$ cat src/rtl/core/rau_pkg.sv
// Package for the rational arithmetic unit: widths, codes and command/status types.
package rau_pkg;
  localparam int unsigned OperandWidth = 32;
  localparam int unsigned MagWidth     = 2 * OperandWidth;
  localparam int unsigned CntWidth     = $clog2(MagWidth + 1);

  localparam logic [2:0] OpAdd = 3'd0;
  localparam logic [2:0] OpSub = 3'd1;
  localparam logic [2:0] OpMul = 3'd2;
  localparam logic [2:0] OpDiv = 3'd3;
  localparam logic [2:0] OpRed = 3'd4;  // reduce a only; codes above alias to it

  localparam logic [1:0] StatOk      = 2'd0;
  localparam logic [1:0] StatDivZero = 2'd1;
  localparam logic [1:0] StatBothZero = 2'd2;

  typedef struct packed {
    logic [2:0]              op;
    logic [OperandWidth-1:0] a_num;
    logic [OperandWidth-1:0] a_den;
    logic [OperandWidth-1:0] b_num;
    logic [OperandWidth-1:0] b_den;
  } req_t;

  typedef struct packed {
    logic [MagWidth-1:0] res_num;
    logic [MagWidth-1:0] res_den;
    logic [1:0]          status;
  } rsp_t;

  // controller to datapath
  typedef struct packed {
    logic load;      // capture request, form products
    logic sum;       // form numerator sum / pick pair
    logic gcd_init;  // prev=num, cur=den
    logic div_start; // start a divide
    logic [1:0] div_sel; // 0 gcd step, 1 num/g, 2 den/g
    logic gcd_step;  // take remainder into the Euclid pair
    logic q_num;     // store quotient as numerator
    logic q_den;     // store quotient as denominator
  } cmd_t;

  // datapath to controller
  typedef struct packed {
    logic div_zero;  // divide request with zero b numerator
    logic both_zero; // unreduced pair both zero
    logic cur_zero;  // Euclid current remainder is zero
    logic div_done;  // divider finished
  } stat_t;

  localparam logic [1:0] SelGcd = 2'd0;
  localparam logic [1:0] SelNum = 2'd1;
  localparam logic [1:0] SelDen = 2'd2;
endpackage

$ cat src/rtl/core/rau_divider.sv
// Restoring unsigned divider, one quotient bit per cycle.
module rau_divider (
  input  logic                         clk_i,
  input  logic                         rst_ni,
  input  logic                         start_i,
  input  logic [rau_pkg::MagWidth-1:0] dividend_i,
  input  logic [rau_pkg::MagWidth-1:0] divisor_i,
  output logic                         done_o,
  output logic [rau_pkg::MagWidth-1:0] quot_o,
  output logic [rau_pkg::MagWidth-1:0] rem_o
);
  localparam int unsigned W = rau_pkg::MagWidth;
  logic [W-1:0] quot_q, quot_d, rem_q, rem_d, dvs_q;
  logic [rau_pkg::CntWidth-1:0] cnt_q, cnt_d;
  logic busy_q, busy_d, done_q, done_d;
  logic [W:0] trial;

  // load on start, else one shift-subtract step while busy
  always_comb begin
    quot_d = quot_q;
    rem_d  = rem_q;
    cnt_d  = cnt_q;
    busy_d = busy_q;
    done_d = 1'b0;
    trial  = {rem_q, quot_q[W-1]} - {1'b0, dvs_q};
    if (start_i) begin
      quot_d = dividend_i;
      rem_d  = '0;
      cnt_d  = rau_pkg::CntWidth'(W);
      busy_d = 1'b1;
    end else if (busy_q) begin
      if (!trial[W]) begin
        rem_d  = trial[W-1:0];
        quot_d = {quot_q[W-2:0], 1'b1};
      end else begin
        rem_d  = {rem_q[W-2:0], quot_q[W-1]};
        quot_d = {quot_q[W-2:0], 1'b0};
      end
      cnt_d = cnt_q - 1'b1;
      if (cnt_q == rau_pkg::CntWidth'(1)) begin
        busy_d = 1'b0;
        done_d = 1'b1;
      end
    end
  end

  always_ff @(posedge clk_i or negedge rst_ni) begin
    if (!rst_ni) begin
      busy_q <= 1'b0;
      done_q <= 1'b0;
      cnt_q  <= '0;
    end else begin
      busy_q <= busy_d;
      done_q <= done_d;
      cnt_q  <= cnt_d;
    end
  end

  always_ff @(posedge clk_i) begin
    quot_q <= quot_d;
    rem_q  <= rem_d;
    if (start_i) dvs_q <= divisor_i;
  end

  assign done_o = done_q;
  assign quot_o = quot_q;
  assign rem_o  = rem_q;
endmodule

$ cat config.mk
export PLATFORM = sky130hd
export DESIGN_NAME = rau_divider
export DESIGN_NICKNAME = d
export VERILOG_FILES = /design/src/rtl/core/rau_pkg.sv /design/src/rtl/core/rau_divider.sv
export SDC_FILE = /design/constraint.sdc
export NUM_CORES = 1
export LEC_CHECK = 0
export ABC_AREA = 1
export BUFFER_PORTS_ARGS = -buffer_cell sky130_fd_sc_hd__buf_2
export CAP_MARGIN = 40
export CORE_MARGIN = 2
export CORE_UTILIZATION = 45
export DETAILED_ROUTE_END_ITERATION = 12
export PLACE_DENSITY = 0.77
export REMOVE_ABC_BUFFERS = 1
export SLEW_MARGIN = 40
export SYNTH_ARGS = -nofsm -noshare
export SYNTH_HDL_FRONTEND = slang
export SYNTH_SLANG_ARGS = --single-unit
$ cat constraint.sdc
create_clock -name clk_i -period 2.5 [get_ports clk_i]
set_clock_uncertainty 0.2 [all_clocks]
set_input_delay 0.75 -clock clk_i [delete_from_list [all_inputs] [get_ports clk_i]]
set_output_delay 0.75 -clock clk_i [all_outputs]
set_load 0.01 [all_outputs]
==> metrics.txt <==
status=complete, but fails checks; failing checks=negative setup slack; fmax=roughly 360 MHz; synth warn=0; Vias/cell=4.78; fin crit share=1.11; main combinational cell family by area after synthesis=simple AND/OR/NAND/NOR gates; Mean Syn Cell Area=about 6.3 um^2; Synth Area in Adders=0.0583; post-synthesis xor/xnor area fraction=0.0187; most frequent cells in the layout=nand2_1, inv_1, buf_4; CP Launch Type=register; Final Setup Violations=between 60 and 70; Multi-input gate area=about 7400 um^2; CTS tree=done; Reg clk slew, reported paths=around 0.070 ns; Initial Util=0.458; Top FF cell, synth=edfxtp_1; Syn-to-layout area delta=37.8%; Post-synth ARST share=0.0448; PD cells=435 nW/um^2; area of the core=31,600 um^2; Yosys top cell by area=nand2_1; fin util=0.632; area of the die=between 30,000 and 40,000 um^2; DP HPWL=between 30 and 40 mm; Layout Cells excl Fill=about 3,300; Die H=between 150 and 200 um; simple-gate share of the synthesized area=0.380; die width=around 180 um; Seq cells post-synth=201; Compound-Gate Fraction of Synth Area=0.0270; Wirelength per Cell=~16 um; worst min-delay path class=in2reg; Min Clock Period, post-route=2.77 ns; drt first pass iters=8; leak pwr=11.8 nW; Fin. Hold Viols=0; worst ir drop on vdd=0.468 mV; post-synthesis cell type count=34; Synth top area share=0.277; Worst Setup Slack, final=-0.274 ns; GRT Overall Usage=0.289; H-tree depth=1; mux contribution to synthesized area=0; total power=8.70 mW; layout cells sized above 1=0.262; crit path kind=reg2reg; Crit Path Max Fanout=8; Post-synth EDFFs=128; initial DRC count=between 1,000 and 1,500; largest cells by area after synthesis=nand2_1, edfxtp_1, inv_1; DR vias=15,630; register area share after synthesis=0.369; routability congestion estimate from global placement=slightly below 1; largest net degree at the start of global routing=66; CTS Buffer Depth=3; Final Max Tran Viols=0; WHS=0.175 ns; antenna violations before repair=0; Max-Cap Viols=0; clock sinks=201; Gate Count Post-Synth=approximately 2,300; Req. time, crit path=2.74 ns; Buffers on Ports=between 200 and 300; vias in the first global route=between 10,000 and 15,000; Layout fillers=~2,900; row count=65; Seq. cell area=roughly 5400 um^2; GRT overflow=0; first-pass GRT wire length=~76 mm; commonest non-fill, non-tap cell in the layout=nand2_1; fin nets=about 3,000; Ports=between 200 and 300; diode count=0; RSZ-0062 raised after global routing=true; Routed Antenna Nets=0; CTS root buf=clkbuf_16; Synth Cell Area=14,500 um^2; placed cells=roughly 3,200; WL final=51.4 mm; critical path capture point type=register; Worst-Margin Slew=a little under 0.5 ns; # DRC=0; Max-Slew Margin vs Limit=0.669; Worst-Skew Late Latency=0.54 ns; Crit path arrival time=about 3.0 ns; total CTS buffers=23
-- power by group --
part | total [mW] | internal (mW) | switching, mW
registers | 3.90 | 3.78 | 0.120
clock network | 3.38 | 1.85 | 1.52
logic | 1.41 | 0.603 | 0.811
-- worst max-delay path, stage by stage, from the launching register on --
cell	delay (ns)
edfxtp_1	0.40
inv_1	0.10
ha_1	0.25
nand2_1	0.15
inv_1	0.07
a21oi_1	0.16
nand2_1	0.09
inv_1	0.07
nand2_2	0.08
a21oi_4	0.21
buf_6	0.13
nand3_4	0.09
nand2_8	0.11
buf_8	0.16
clkbuf_16	0.18
nand2_2	0.05
nand3_1	0.08
nand2_1	0.06
-- Yosys cell counts (2+ instances only) --
cell      number
nand2_1     1070
inv_1        493
nand3_1      133
edfxtp_1     128
nor2_1       106
ha_1          66
dfxtp_1       64
a21oi_1       53
xnor2_1       26
clkbuf_1      23
nand2_2       21
o21ai_0       19
nor3_1        13
dfrtp_1        9
nand4_1        9
buf_6          7
nand3b_1       7
nor2_2         7
inv_2          5
xor2_1         5
buf_1          4
buf_2          4
buf_8          3
a21oi_2        2
nand2_4        2
nor2_4         2
nor4_1         2
-- timing repair --
| item | in CTS | in global routing |
|---|---|---|
| buffers inserted | 4 | 7 |
| cloned | 3 | 8 |
| endpoints found under the setup margin | 65 | 65 |
| pin swaps | 0 | 29 |
| hold buffers | 1 | 0 |
| resized for setup | 23 | 112 |
| hold endpoints to repair | 9 | 0 |
-- final timing paths --
check / startpoint / to / slack [ns] / cells past startpoint
worst max-delay path: dvs_q[46]$_DFFE_PP_ / rem_o[32]$_SDFFE_PP0P_ / -0.27 / 17
worst min-delay path: divisor_i[50] / dvs_q[50]$_DFFE_PP_ / 0.17 / 1
worst max register to register: dvs_q[46]$_DFFE_PP_ / rem_o[32]$_SDFFE_PP0P_ / -0.27 / 17
worst min register to register: cnt_q[2]$_DFFE_PN0P_ / cnt_q[2]$_DFFE_PN0P_ / 0.29 / 1
max in group asynchronous: rst_ni / cnt_q[0]$_DFFE_PN0P_ / 1.53 / 2
min in group asynchronous: rst_ni / cnt_q[5]$_DFFE_PN0P_ / 0.38 / 2
-- state kept, by name, summed over array words and instances (netlist names) --
signal  count
rem_o      64
cnt_q       7
dvs_q      64
busy_q      1
quot_o     64
done_o      1
-- cell type report --
type,count,share of cell area
multi-input combinational,1549,0.372
sequential,201,0.268
timing repair buffer,576,0.204
inverter,498,0.0936
clock buffer,25,0.0297
tap,402,0.0252
clock inverter,17,0.00758
-- kinds of logic (layout without fill, tap and decap cells) --
group / count (synthesis) / after routing
AOI/OAI and AO/OA: 76 / 76
and+or+nand+nor: 1375 / 1375
adders and majority gates: 67 / 67
DFF: 201 / 201
xor gates and xnor gates: 31 / 31
buffers and inverters: 540 / 1116
-- per-layer routing --
layer | vias up | routed length, um | GRT usage
met3 | 92 | 3280 | 0.0313
met5 | - | 0 | 0
li1 | 7972 | - | -
met2 | 589 | 24200 | 0.508
met1 | 6977 | 22000 | 0.378
met4 | 0 | 1940 | 0.0784
-- per-stage QoR --
step	area, um^2	setup TNS (ns)	worst slack [ns]
finish	20000	-14.63	-0.274
global route	20000	-22.99	-0.408
CTS	19400	-14.28	-0.269
detailed placement	18400	-18.73	-0.345
global placement	18400	-15.26	-0.302
floorplan	14200	-235.84	-2.81
No activity file was read; power rests on OpenSTA's default activity.
