[config.mk]
export PLATFORM = sky130hd
export DESIGN_NAME = rau_ctrl
export DESIGN_NICKNAME = d
export VERILOG_FILES = /design/src/rtl/core/rau_pkg.sv /design/src/rtl/core/rau_ctrl.sv
export SDC_FILE = /design/constraint.sdc
export NUM_CORES = 1
export LEC_CHECK = 0
export BUFFER_PORTS_ARGS = -buffer_cell sky130_fd_sc_hd__buf_2
export CAP_MARGIN = 20
export CELL_PAD_IN_SITES_DETAIL_PLACEMENT = 1
export CELL_PAD_IN_SITES_GLOBAL_PLACEMENT = 2
export CORE_ASPECT_RATIO = 1.2
export CORE_MARGIN = 2
export CORE_UTILIZATION = 24
export CTS_BUF_LIST = sky130_fd_sc_hd__clkbuf_2
export CTS_CLUSTER_SIZE = 14
export DETAILED_ROUTE_END_ITERATION = 16
export PLACE_DENSITY_LB_ADDON = 0.1
export SETUP_SLACK_MARGIN = 0.15
export SLEW_MARGIN = 20
export SYNTH_ARGS = -nofsm -noshare
export SYNTH_HDL_FRONTEND = slang
export SYNTH_SLANG_ARGS = --single-unit
[constraint.sdc]
create_clock -name clk_i -period 1.4 [get_ports clk_i]
set_clock_uncertainty 0.15 [all_clocks]
set_input_delay 0.14 -clock clk_i [delete_from_list [all_inputs] [get_ports clk_i]]
set_output_delay 0.14 -clock clk_i [all_outputs]
set_load 0.01 [all_outputs]
[src/rtl/core/rau_pkg.sv]
// Package for the rational arithmetic unit: widths, codes and command/status types.
package rau_pkg;
  localparam int unsigned OperandWidth = 32;
  localparam int unsigned MagWidth     = 2 * OperandWidth;
  localparam int unsigned CntWidth     = $clog2(MagWidth + 1);

  localparam logic [2:0] OpAdd = 3'd0;
  localparam logic [2:0] OpSub = 3'd1;
  localparam logic [2:0] OpMul = 3'd2;
  localparam logic [2:0] OpDiv = 3'd3;
  localparam logic [2:0] OpRed = 3'd4;  // reduce a only; codes above alias to it

  localparam logic [1:0] StatOk      = 2'd0;
  localparam logic [1:0] StatDivZero = 2'd1;
  localparam logic [1:0] StatBothZero = 2'd2;

  typedef struct packed {
    logic [2:0]              op;
    logic [OperandWidth-1:0] a_num;
    logic [OperandWidth-1:0] a_den;
    logic [OperandWidth-1:0] b_num;
    logic [OperandWidth-1:0] b_den;
  } req_t;

  typedef struct packed {
    logic [MagWidth-1:0] res_num;
    logic [MagWidth-1:0] res_den;
    logic [1:0]          status;
  } rsp_t;

  // controller to datapath
  typedef struct packed {
    logic load;      // capture request, form products
    logic sum;       // form numerator sum / pick pair
    logic gcd_init;  // prev=num, cur=den
    logic div_start; // start a divide
    logic [1:0] div_sel; // 0 gcd step, 1 num/g, 2 den/g
    logic gcd_step;  // take remainder into the Euclid pair
    logic q_num;     // store quotient as numerator
    logic q_den;     // store quotient as denominator
  } cmd_t;

  // datapath to controller
  typedef struct packed {
    logic div_zero;  // divide request with zero b numerator
    logic both_zero; // unreduced pair both zero
    logic cur_zero;  // Euclid current remainder is zero
    logic div_done;  // divider finished
  } stat_t;

  localparam logic [1:0] SelGcd = 2'd0;
  localparam logic [1:0] SelNum = 2'd1;
  localparam logic [1:0] SelDen = 2'd2;
endpackage

[src/rtl/core/rau_ctrl.sv]
// Controller: sequences load, Euclid iterations, output divides and handshakes.
module rau_ctrl (
  input  logic           clk_i,
  input  logic           rst_ni,
  input  logic           req_valid_i,
  output logic           req_ready_o,
  output logic           rsp_valid_o,
  input  logic           rsp_ready_i,
  output logic [1:0]     status_o,
  input  rau_pkg::stat_t stat_i,
  output rau_pkg::cmd_t  cmd_o
);
  typedef enum logic [2:0] {
    StIdle, StSum, StCheck, StGcd, StGcdWait, StNumWait, StDenWait, StOut
  } state_e;

  state_e     state_q, state_d;
  logic [1:0] status_q, status_d;

  always_comb begin
    state_d  = state_q;
    status_d = status_q;
    cmd_o    = '0;
    cmd_o.div_sel = rau_pkg::SelGcd;
    unique case (state_q)
      StIdle: if (req_valid_i) begin
        cmd_o.load = 1'b1;
        state_d = StSum;
      end
      StSum: begin
        cmd_o.sum = 1'b1;
        if (stat_i.div_zero) begin
          status_d = rau_pkg::StatDivZero; state_d = StOut;
        end else if (stat_i.both_zero) begin
          status_d = rau_pkg::StatBothZero; state_d = StOut;
        end else begin
          status_d = rau_pkg::StatOk; state_d = StCheck;
        end
      end
      StCheck: begin
        cmd_o.gcd_init = 1'b1;
        state_d = StGcd;
      end
      StGcd: begin
        if (stat_i.cur_zero) begin
          cmd_o.div_sel = rau_pkg::SelNum;
          cmd_o.div_start = 1'b1;
          state_d = StNumWait;
        end else begin
          cmd_o.div_start = 1'b1;
          state_d = StGcdWait;
        end
      end
      StGcdWait: if (stat_i.div_done) begin
        cmd_o.gcd_step = 1'b1;
        state_d = StGcd;
      end
      StNumWait: begin
        cmd_o.div_sel = rau_pkg::SelNum;
        cmd_o.q_num = 1'b1;
        if (stat_i.div_done) begin
          cmd_o.q_num = 1'b1;
          state_d = StDenWait;
        end
      end
      StDenWait: begin
        cmd_o.div_sel = rau_pkg::SelDen;
        cmd_o.q_den = 1'b1;
        if (state_q != state_d) cmd_o.q_den = 1'b1;
        if (stat_i.div_done) state_d = StOut;
      end
      StOut: if (rsp_ready_i) state_d = StIdle;
      default: state_d = StIdle;
    endcase
    // start the denominator divide right after the numerator one finishes
    if (state_q == StNumWait && stat_i.div_done) begin
      cmd_o.div_start = 1'b1;
      cmd_o.div_sel = rau_pkg::SelDen;
    end
  end

  always_ff @(posedge clk_i or negedge rst_ni) begin
    if (!rst_ni) begin
      state_q  <= StIdle;
      status_q <= rau_pkg::StatOk;
    end else begin
      state_q  <= state_d;
      status_q <= status_d;
    end
  end

  assign req_ready_o = (state_q == StIdle);
  assign rsp_valid_o = (state_q == StOut);
  assign status_o    = status_q;
endmodule

==> impl_metrics.csv, run 1 <==
group,metric,value,unit
sta,tightest_slew,0.3235,ns
floorplan,start_util,25.08,%
synthesis,synth_top_family_by_area,"simple AND/OR/NAND/NOR gates",
clock_tree,cts.sinks,5,
power_and_ir_drop,power_density,2205,nW/um2
route,vias,490,
synthesis,synth_xor_area_share,0,%
sta,min_period,1.495,ns
worst_setup_path,crit_path_end_kind,"primary output",
floorplan,core,1622,um2
cells_and_area,area.sequential,128.9,um2
clock_tree,cts_made_buffers,3,
cells_and_area,n_antenna_cell,0,
synthesis,synthSimpleGateAreaFrac,34.15,%
worst_setup_path,rrSetupSlack,-0.03,ns
synthesis,syn_nets,54,
sta,hold_ws,0.07623,ns
cells_and_area,multiInputGateArea,302.8,um2
placed_design,io_buffers,20,
worst_setup_path,path_max_fanout,7,
global_routing,grt-ovfl-total,0,
synthesis,async_reset_ff_share,100.0,%
synthesis,mappedNetlistArea,406.6,um2
floorplan,num_rows,16,
global_routing,grt_pass1_vias,476,
synthesis,synth_top_area_cell,"dfrtp_1",
power_and_ir_drop,p_leak,0.3791,nW
clock_tree,h-tree-depth,1,
sta,rsz0062_at_grt,"true",
cells_and_area,post-route-util,46.91,%
worst_setup_path,reg2regPathDepth,4,
worst_setup_path,r2r_start,"state_q[2]$_DFFE_PN0P_",
clock_tree,clk_latency,0.21,ns
worst_setup_path,cpPeakStageDelay,0.46,ns
route,drt-total-wl,1360,um
sta,clock.fmax,669.0,MHz
clock_tree,clk_pin_slew_worst_paths,0.06,ns
synthesis,ys_types,28,
global_routing,grt_pass1_wl,2332,um
hold_path,holdPathEnd,"status_o[0]$_DFFE_PN0P_",
cells_and_area,stdcell_count,101,
hold_path,min_path_type,"primary input to register",
cells_and_area,fin_nets,92,
synthesis,synth-main-ff-cell,"dfrtp_1",
global_routing,grt_usage,14.93,%
floorplan,dieArea,2041,um2
job,cap_violations,0,
route,detail-route-antenna-nets,0,
synthesis,syn_inst,46,
synthesis,synth_common_cells,"dfrtp_1, nor2_1, a21oi_1, nand2b_1",
sta,slew_violations,0,
sta,setup_viol_count_final,11,
synthesis,synth_compound_area_share,19.08,%
synthesis,synth_edf_count,0,
synthesis,yosys_warnings,0,
power_and_ir_drop,finalPower,1.678,mW
synthesis,muxShareOfSynthArea,9.846,%
worst_setup_path,path_delay_family,"flip-flops",
sta,setup_ws,-0.09472,ns
cells_and_area,syn_to_final_growth,87.08,%
placed_design,gp_congestion,0.6573,
floorplan,die_x,41.58,um
placed_design,hpwl,951.5,um
route,firstDrtPassIters,1,
power_and_ir_drop,vdd_ir_drop_max,0.9333,mV
outcome,violations,"setup timing",
cells_and_area,fill_cells,210,
sta,max_slew_margin,78.23,%
worst_setup_path,worstPathArrival,1.20,ns
worst_setup_path,worstSetupPathType,"register to primary output",
synthesis,synth_area_leaders,"dfrtp_1, mux2_4, and3_4",
global_routing,antenna_found_initial,0,
synthesis,yosysTopAreaCellShare,30.77,%
synthesis,synth_adder_area_share,0,%
worst_setup_path,r2r_end,"status_o[0]$_DFFE_PN0P_",
floorplan,pin_count,21,
synthesis,syn_avg_cell_area,8.840,um2
route,drtIter0Drc,0,
clock_tree,clockBufferDepth,2,
synthesis,synth_seq_area_share,30.77,%
placed_design,post_dp_cell_area,565.5,um2
floorplan,die_y,49.09,um
route,drc,0,
global_routing,grt_max_degree,8,
placed_design,dp_slack,0.004531,ns
route,avgRoutedWirePerCell,13.47,um
route,vias_per_cell,4.851,
worst_setup_path,critical-path-slowest-cell,"dfrtp_2",
worst_setup_path,critical_path_required,1.11,ns
cells_and_area,final_area,760.7,um2
hold_path,min_from,"stat_i[3]",
worst_setup_path,crit_top_cell,"buf_6",
worst_setup_path,critPathLaunchType,"register",
worst_setup_path,crit_buf_inv,2,
sta,final_hold_viol_count,0,
outcome,outcome,"finished with violations",
sta,finalSetupTns,-0.4739,ns
hold_path,hold_path_depth,2,
worst_setup_path,crit_chain,"buf_6 > nor3_4 > and2_4 > buf_6",
sta,period_share,106.8,%
synthesis,yosysMostFrequentCell,"dfrtp_1",
clock_tree,cts-root-buf,"clkbuf_2",
clock_tree,tritoncts,"built",
placed_design,dp_cells,87,
synthesis,synth.ff_latch_count,5,
cells_and_area,drive_above_1_share,71.08,%
==> cell usage in the layout, fill, tap and decap left out, drive strengths merged, types with 2 or more instances in the layout <==
cell type / n
buf: 34
nor2b: 2
a21oi: 3
clkbuf: 4
nand3: 2
and3: 3
mux2: 2
a31oi: 2
nand2b: 3
dlygate4sd3: 2
nor2: 4
a21boi: 2
dfrtp: 5
inv: 2
==> worst reg2reg max path, delay by kind of cell, from the launching register on <==
kind	cells	cell delay, ns
buffers and inverters	2	0.19
flip-flops	1	0.46
multiplexers	1	0.30
AND/OR/NAND/NOR	1	0.21
==> how the worst max path moves through the flow <==
stage                                 from                      end  slack, ns  cells past startpoint
floorplan           state_q[2]$_DFFE_PN0P_  status_o[0]$_DFFE_PN0P_       0.14                      3
detailed placement  state_q[2]$_DFFE_PN0P_  status_o[0]$_DFFE_PN0P_      0.005                      3
finish              state_q[2]$_DFFE_PN0P_                 cmd_o[8]      -0.09                      4
global placement    state_q[2]$_DFFE_PN0P_  status_o[0]$_DFFE_PN0P_       0.03                      3
global route        state_q[2]$_DFFE_PN0P_                 cmd_o[3]      -0.22                      4
CTS                 state_q[2]$_DFFE_PN0P_                 cmd_o[8]      -0.12                      4
==> routing by layer <==
layer  GRT usage, %  up-vias  wire length, um
met1          18.95      233              593
li1               -      238                -
met5              0        -                0
met3          1.111        2               52
met4          9.677        0               11
met2          23.96       17              703
==> area by class of cell <==
class,instances,share of cell area [%]
clock buffers,4,2.632
inverters,2,0.9868
multi-input cells,36,39.80
flip-flops and latches,5,16.94
well taps,18,2.961
repair buffers,36,36.68
==> flip-flops by register name (all words and copies together), names as in the netlist <==
signal,count
state_q,3
status_o,2
==> cell families after synthesis <==
logic type,count (synthesis)
AOI/OAI and AO/OA,11
buffers and inverters,5
DFF,5
muxes,3
and+or+nand+nor,22
==> power breakdown <==
group	switching (mW)	internal, mW	total, mW
clock network	0.0556	0.0756	0.131
logic	0.503	0.707	1.21
registers	0.114	0.223	0.337
total	0.673	1.01	1.68
==> timing repair <==
item	4_1_cts	5_1_grt
setup endpoints to repair	16	16
hold buffers	2	0
gates resized for setup	17	8
buffers inserted	5	3
pin swaps	7	6
endpoints found under the hold margin	6	0
Power figures use the tool's default switching activity.
==> run 2: changes to the inputs <==
Settings changed: CORE_UTILIZATION 24 to 22, SLEW_MARGIN 20 to 0.
Clock period 1.4 ns to 1.22 ns, I/O delays scaled along.
==> run 2 against run 1 <==
Net effect: the flow still finishes with violations (setup timing); core utilization increased by 2.5 points; worst hold slack got worse by 0.0073 ns; first-iteration DRC count increased by 2; via count increased by 5.5%; die area increased by 8.3%; cell area increased by 16%; final cell count increased by 8.9%; count of clock-buffer cells in the layout unchanged; critical path type unchanged; critical endpoint unchanged; highest routed layer unchanged.
==> impl_metrics.csv, run 2 (synthesized netlist as in run 1, its figures left out) <==
group,metric,value,unit
placed_design,gp_congestion,0.6891,
floorplan,num_rows,17,
hold_path,min_path_type,"primary input to register",
global_routing,grt-ovfl-total,0,
clock_tree,clk_pin_slew_worst_paths,0.06,ns
route,vias,517,
floorplan,core,1787,um2
worst_setup_path,critical_path_required,0.95,ns
outcome,outcome,"finished with violations",
global_routing,antenna_found_initial,0,
sta,min_period,1.501,ns
cells_and_area,final_area,882.1,um2
worst_setup_path,worstPathArrival,1.23,ns
cells_and_area,top_register,"state_q",
floorplan,dieArea,2210,um2
floorplan,die_y,51.10,um
placed_design,post_dp_cell_area,624.3,um2
route,firstDrtPassIters,2,
sta,finalSetupTns,-3.333,ns
route,detail-route-antenna-nets,0,
cells_and_area,largest_register_ffs,3,
route,drtIter0Drc,2,
global_routing,grt_pass1_vias,511,
cells_and_area,n_antenna_cell,0,
placed_design,io_buffers,20,
clock_tree,cts.sinks,5,
sta,tightest_slew,0.2124,ns
worst_setup_path,crit_path_end_kind,"primary output",
worst_setup_path,critPathLaunchType,"register",
worst_setup_path,worstSetupPathType,"register to primary output",
clock_tree,clockBufferDepth,2,
cells_and_area,mostFrequentLayoutCells,"buf_2, buf_6, buf_4",
cells_and_area,stdcell_count,110,
sta,slew_violations,0,
outcome,violations,"setup timing",
power_and_ir_drop,p_leak,0.4248,nW
route,avgRoutedWirePerCell,13.31,um
sta,period_share,123.1,%
sta,max_slew_margin,85.74,%
power_and_ir_drop,power_density,2588,nW/um2
placed_design,dp_cells,94,
cells_and_area,fin_nets,100,
clock_tree,h-tree-depth,1,
global_routing,grt_max_degree,7,
power_and_ir_drop,vdd_ir_drop_max,1.019,mV
global_routing,grt_pass1_wl,2304,um
sta,rsz0062_at_grt,"true",
floorplan,start_util,22.76,%
sta,clock.fmax,666.1,MHz
sta,setup_viol_count_final,16,
clock_tree,clk_latency,0.22,ns
clock_tree,tritoncts,"built",
job,cap_violations,0,
placed_design,hpwl,990.6,um
floorplan,pin_count,21,
placed_design,dp_slack,-0.1181,ns
cells_and_area,final_common_cell,"buf_2",
route,drc,0,
sta,final_hold_viol_count,0,
floorplan,die_x,43.25,um
route,vias_per_cell,4.700,
worst_setup_path,path_max_fanout,5,
cells_and_area,drive_above_1_share,81.32,%
cells_and_area,post-route-util,49.37,%
global_routing,grt_usage,14.39,%
clock_tree,cts_made_buffers,3,
cells_and_area,syn_to_final_growth,116.9,%
sta,setup_ws,-0.2814,ns
clock_tree,cts-root-buf,"clkbuf_2",
route,drt-total-wl,1464,um
==> run 2: final timing paths <==
| path | startpoint | end | slack [ns] | cells past startpoint |
|---|---|---|---|---|
| max | state_q[1]$_DFFE_PN0P_ | cmd_o[8] | -0.28 | 4 |
| min | stat_i[3] | status_o[0]$_DFFE_PN0P_ | 0.07 | 2 |
| max reg2reg | state_q[2]$_DFFE_PN0P_ | state_q[0]$_DFFE_PN0P_ | -0.24 | 6 |
| min reg2reg | status_o[1]$_DFFE_PN0P_ | status_o[1]$_DFFE_PN0P_ | 0.36 | 1 |
| max in group asynchronous | rst_ni | state_q[1]$_DFFE_PN0P_ | 0.68 | 2 |
| min in group asynchronous | rst_ni | status_o[0]$_DFFE_PN0P_ | 0.09 | 2 |
==> run 2: area by class of cell <==
cell class	count	area (um2)
Fill cell	220	904.6
Multi-Input combinational cell	36	347.8
Tap cell	19	23.77
Timing Repair Buffer	44	354.1
Clock buffer	4	20.02
Inverter	2	7.507
Sequential cell	5	128.9
==> run 2: routing by layer <==
layer	GRT usage, %	vias up	routed length (um)
met1	17.63	241	652
met3	4.594	2	90
li1	-	255	-
met5	0	-	0
met4	7.576	0	12
met2	22.14	19	708
==> run 2: what timing repair did <==
item                                   in CTS  in global routing
buffers inserted                            6                  4
pin swaps                                   8                  7
hold buffers                                2                  0
resized for setup                          23                 11
setup endpoints to repair                  16                 16
endpoints found under the hold margin       6                  0
==> run 2: critical path, stage by stage, from the launching register on <==
cell and delay, ns:
dfrtp_2 0.45, buf_6 0.15, nor3_4 0.15, and2_1 0.14, buf_2 0.12
==> run 2: where the power goes <==
part	total, mW	internal, mW	switching (mW)
clock network	0.157	0.0868	0.0700
logic	1.76	1.04	0.717
registers	0.366	0.256	0.110
total	2.28	1.39	0.897
==> run 2: per-stage QoR <==
step	hold slack, ns	power [mW]
6_report	0.06890	2.283
5_1_grt	0.05831	2.455
4_1_cts	0.05080	2.065
3_5_place_dp	-0.2053	1.496
3_3_place_gp	-0.2068	1.502
2_1_floorplan	-0.3236	0.9995
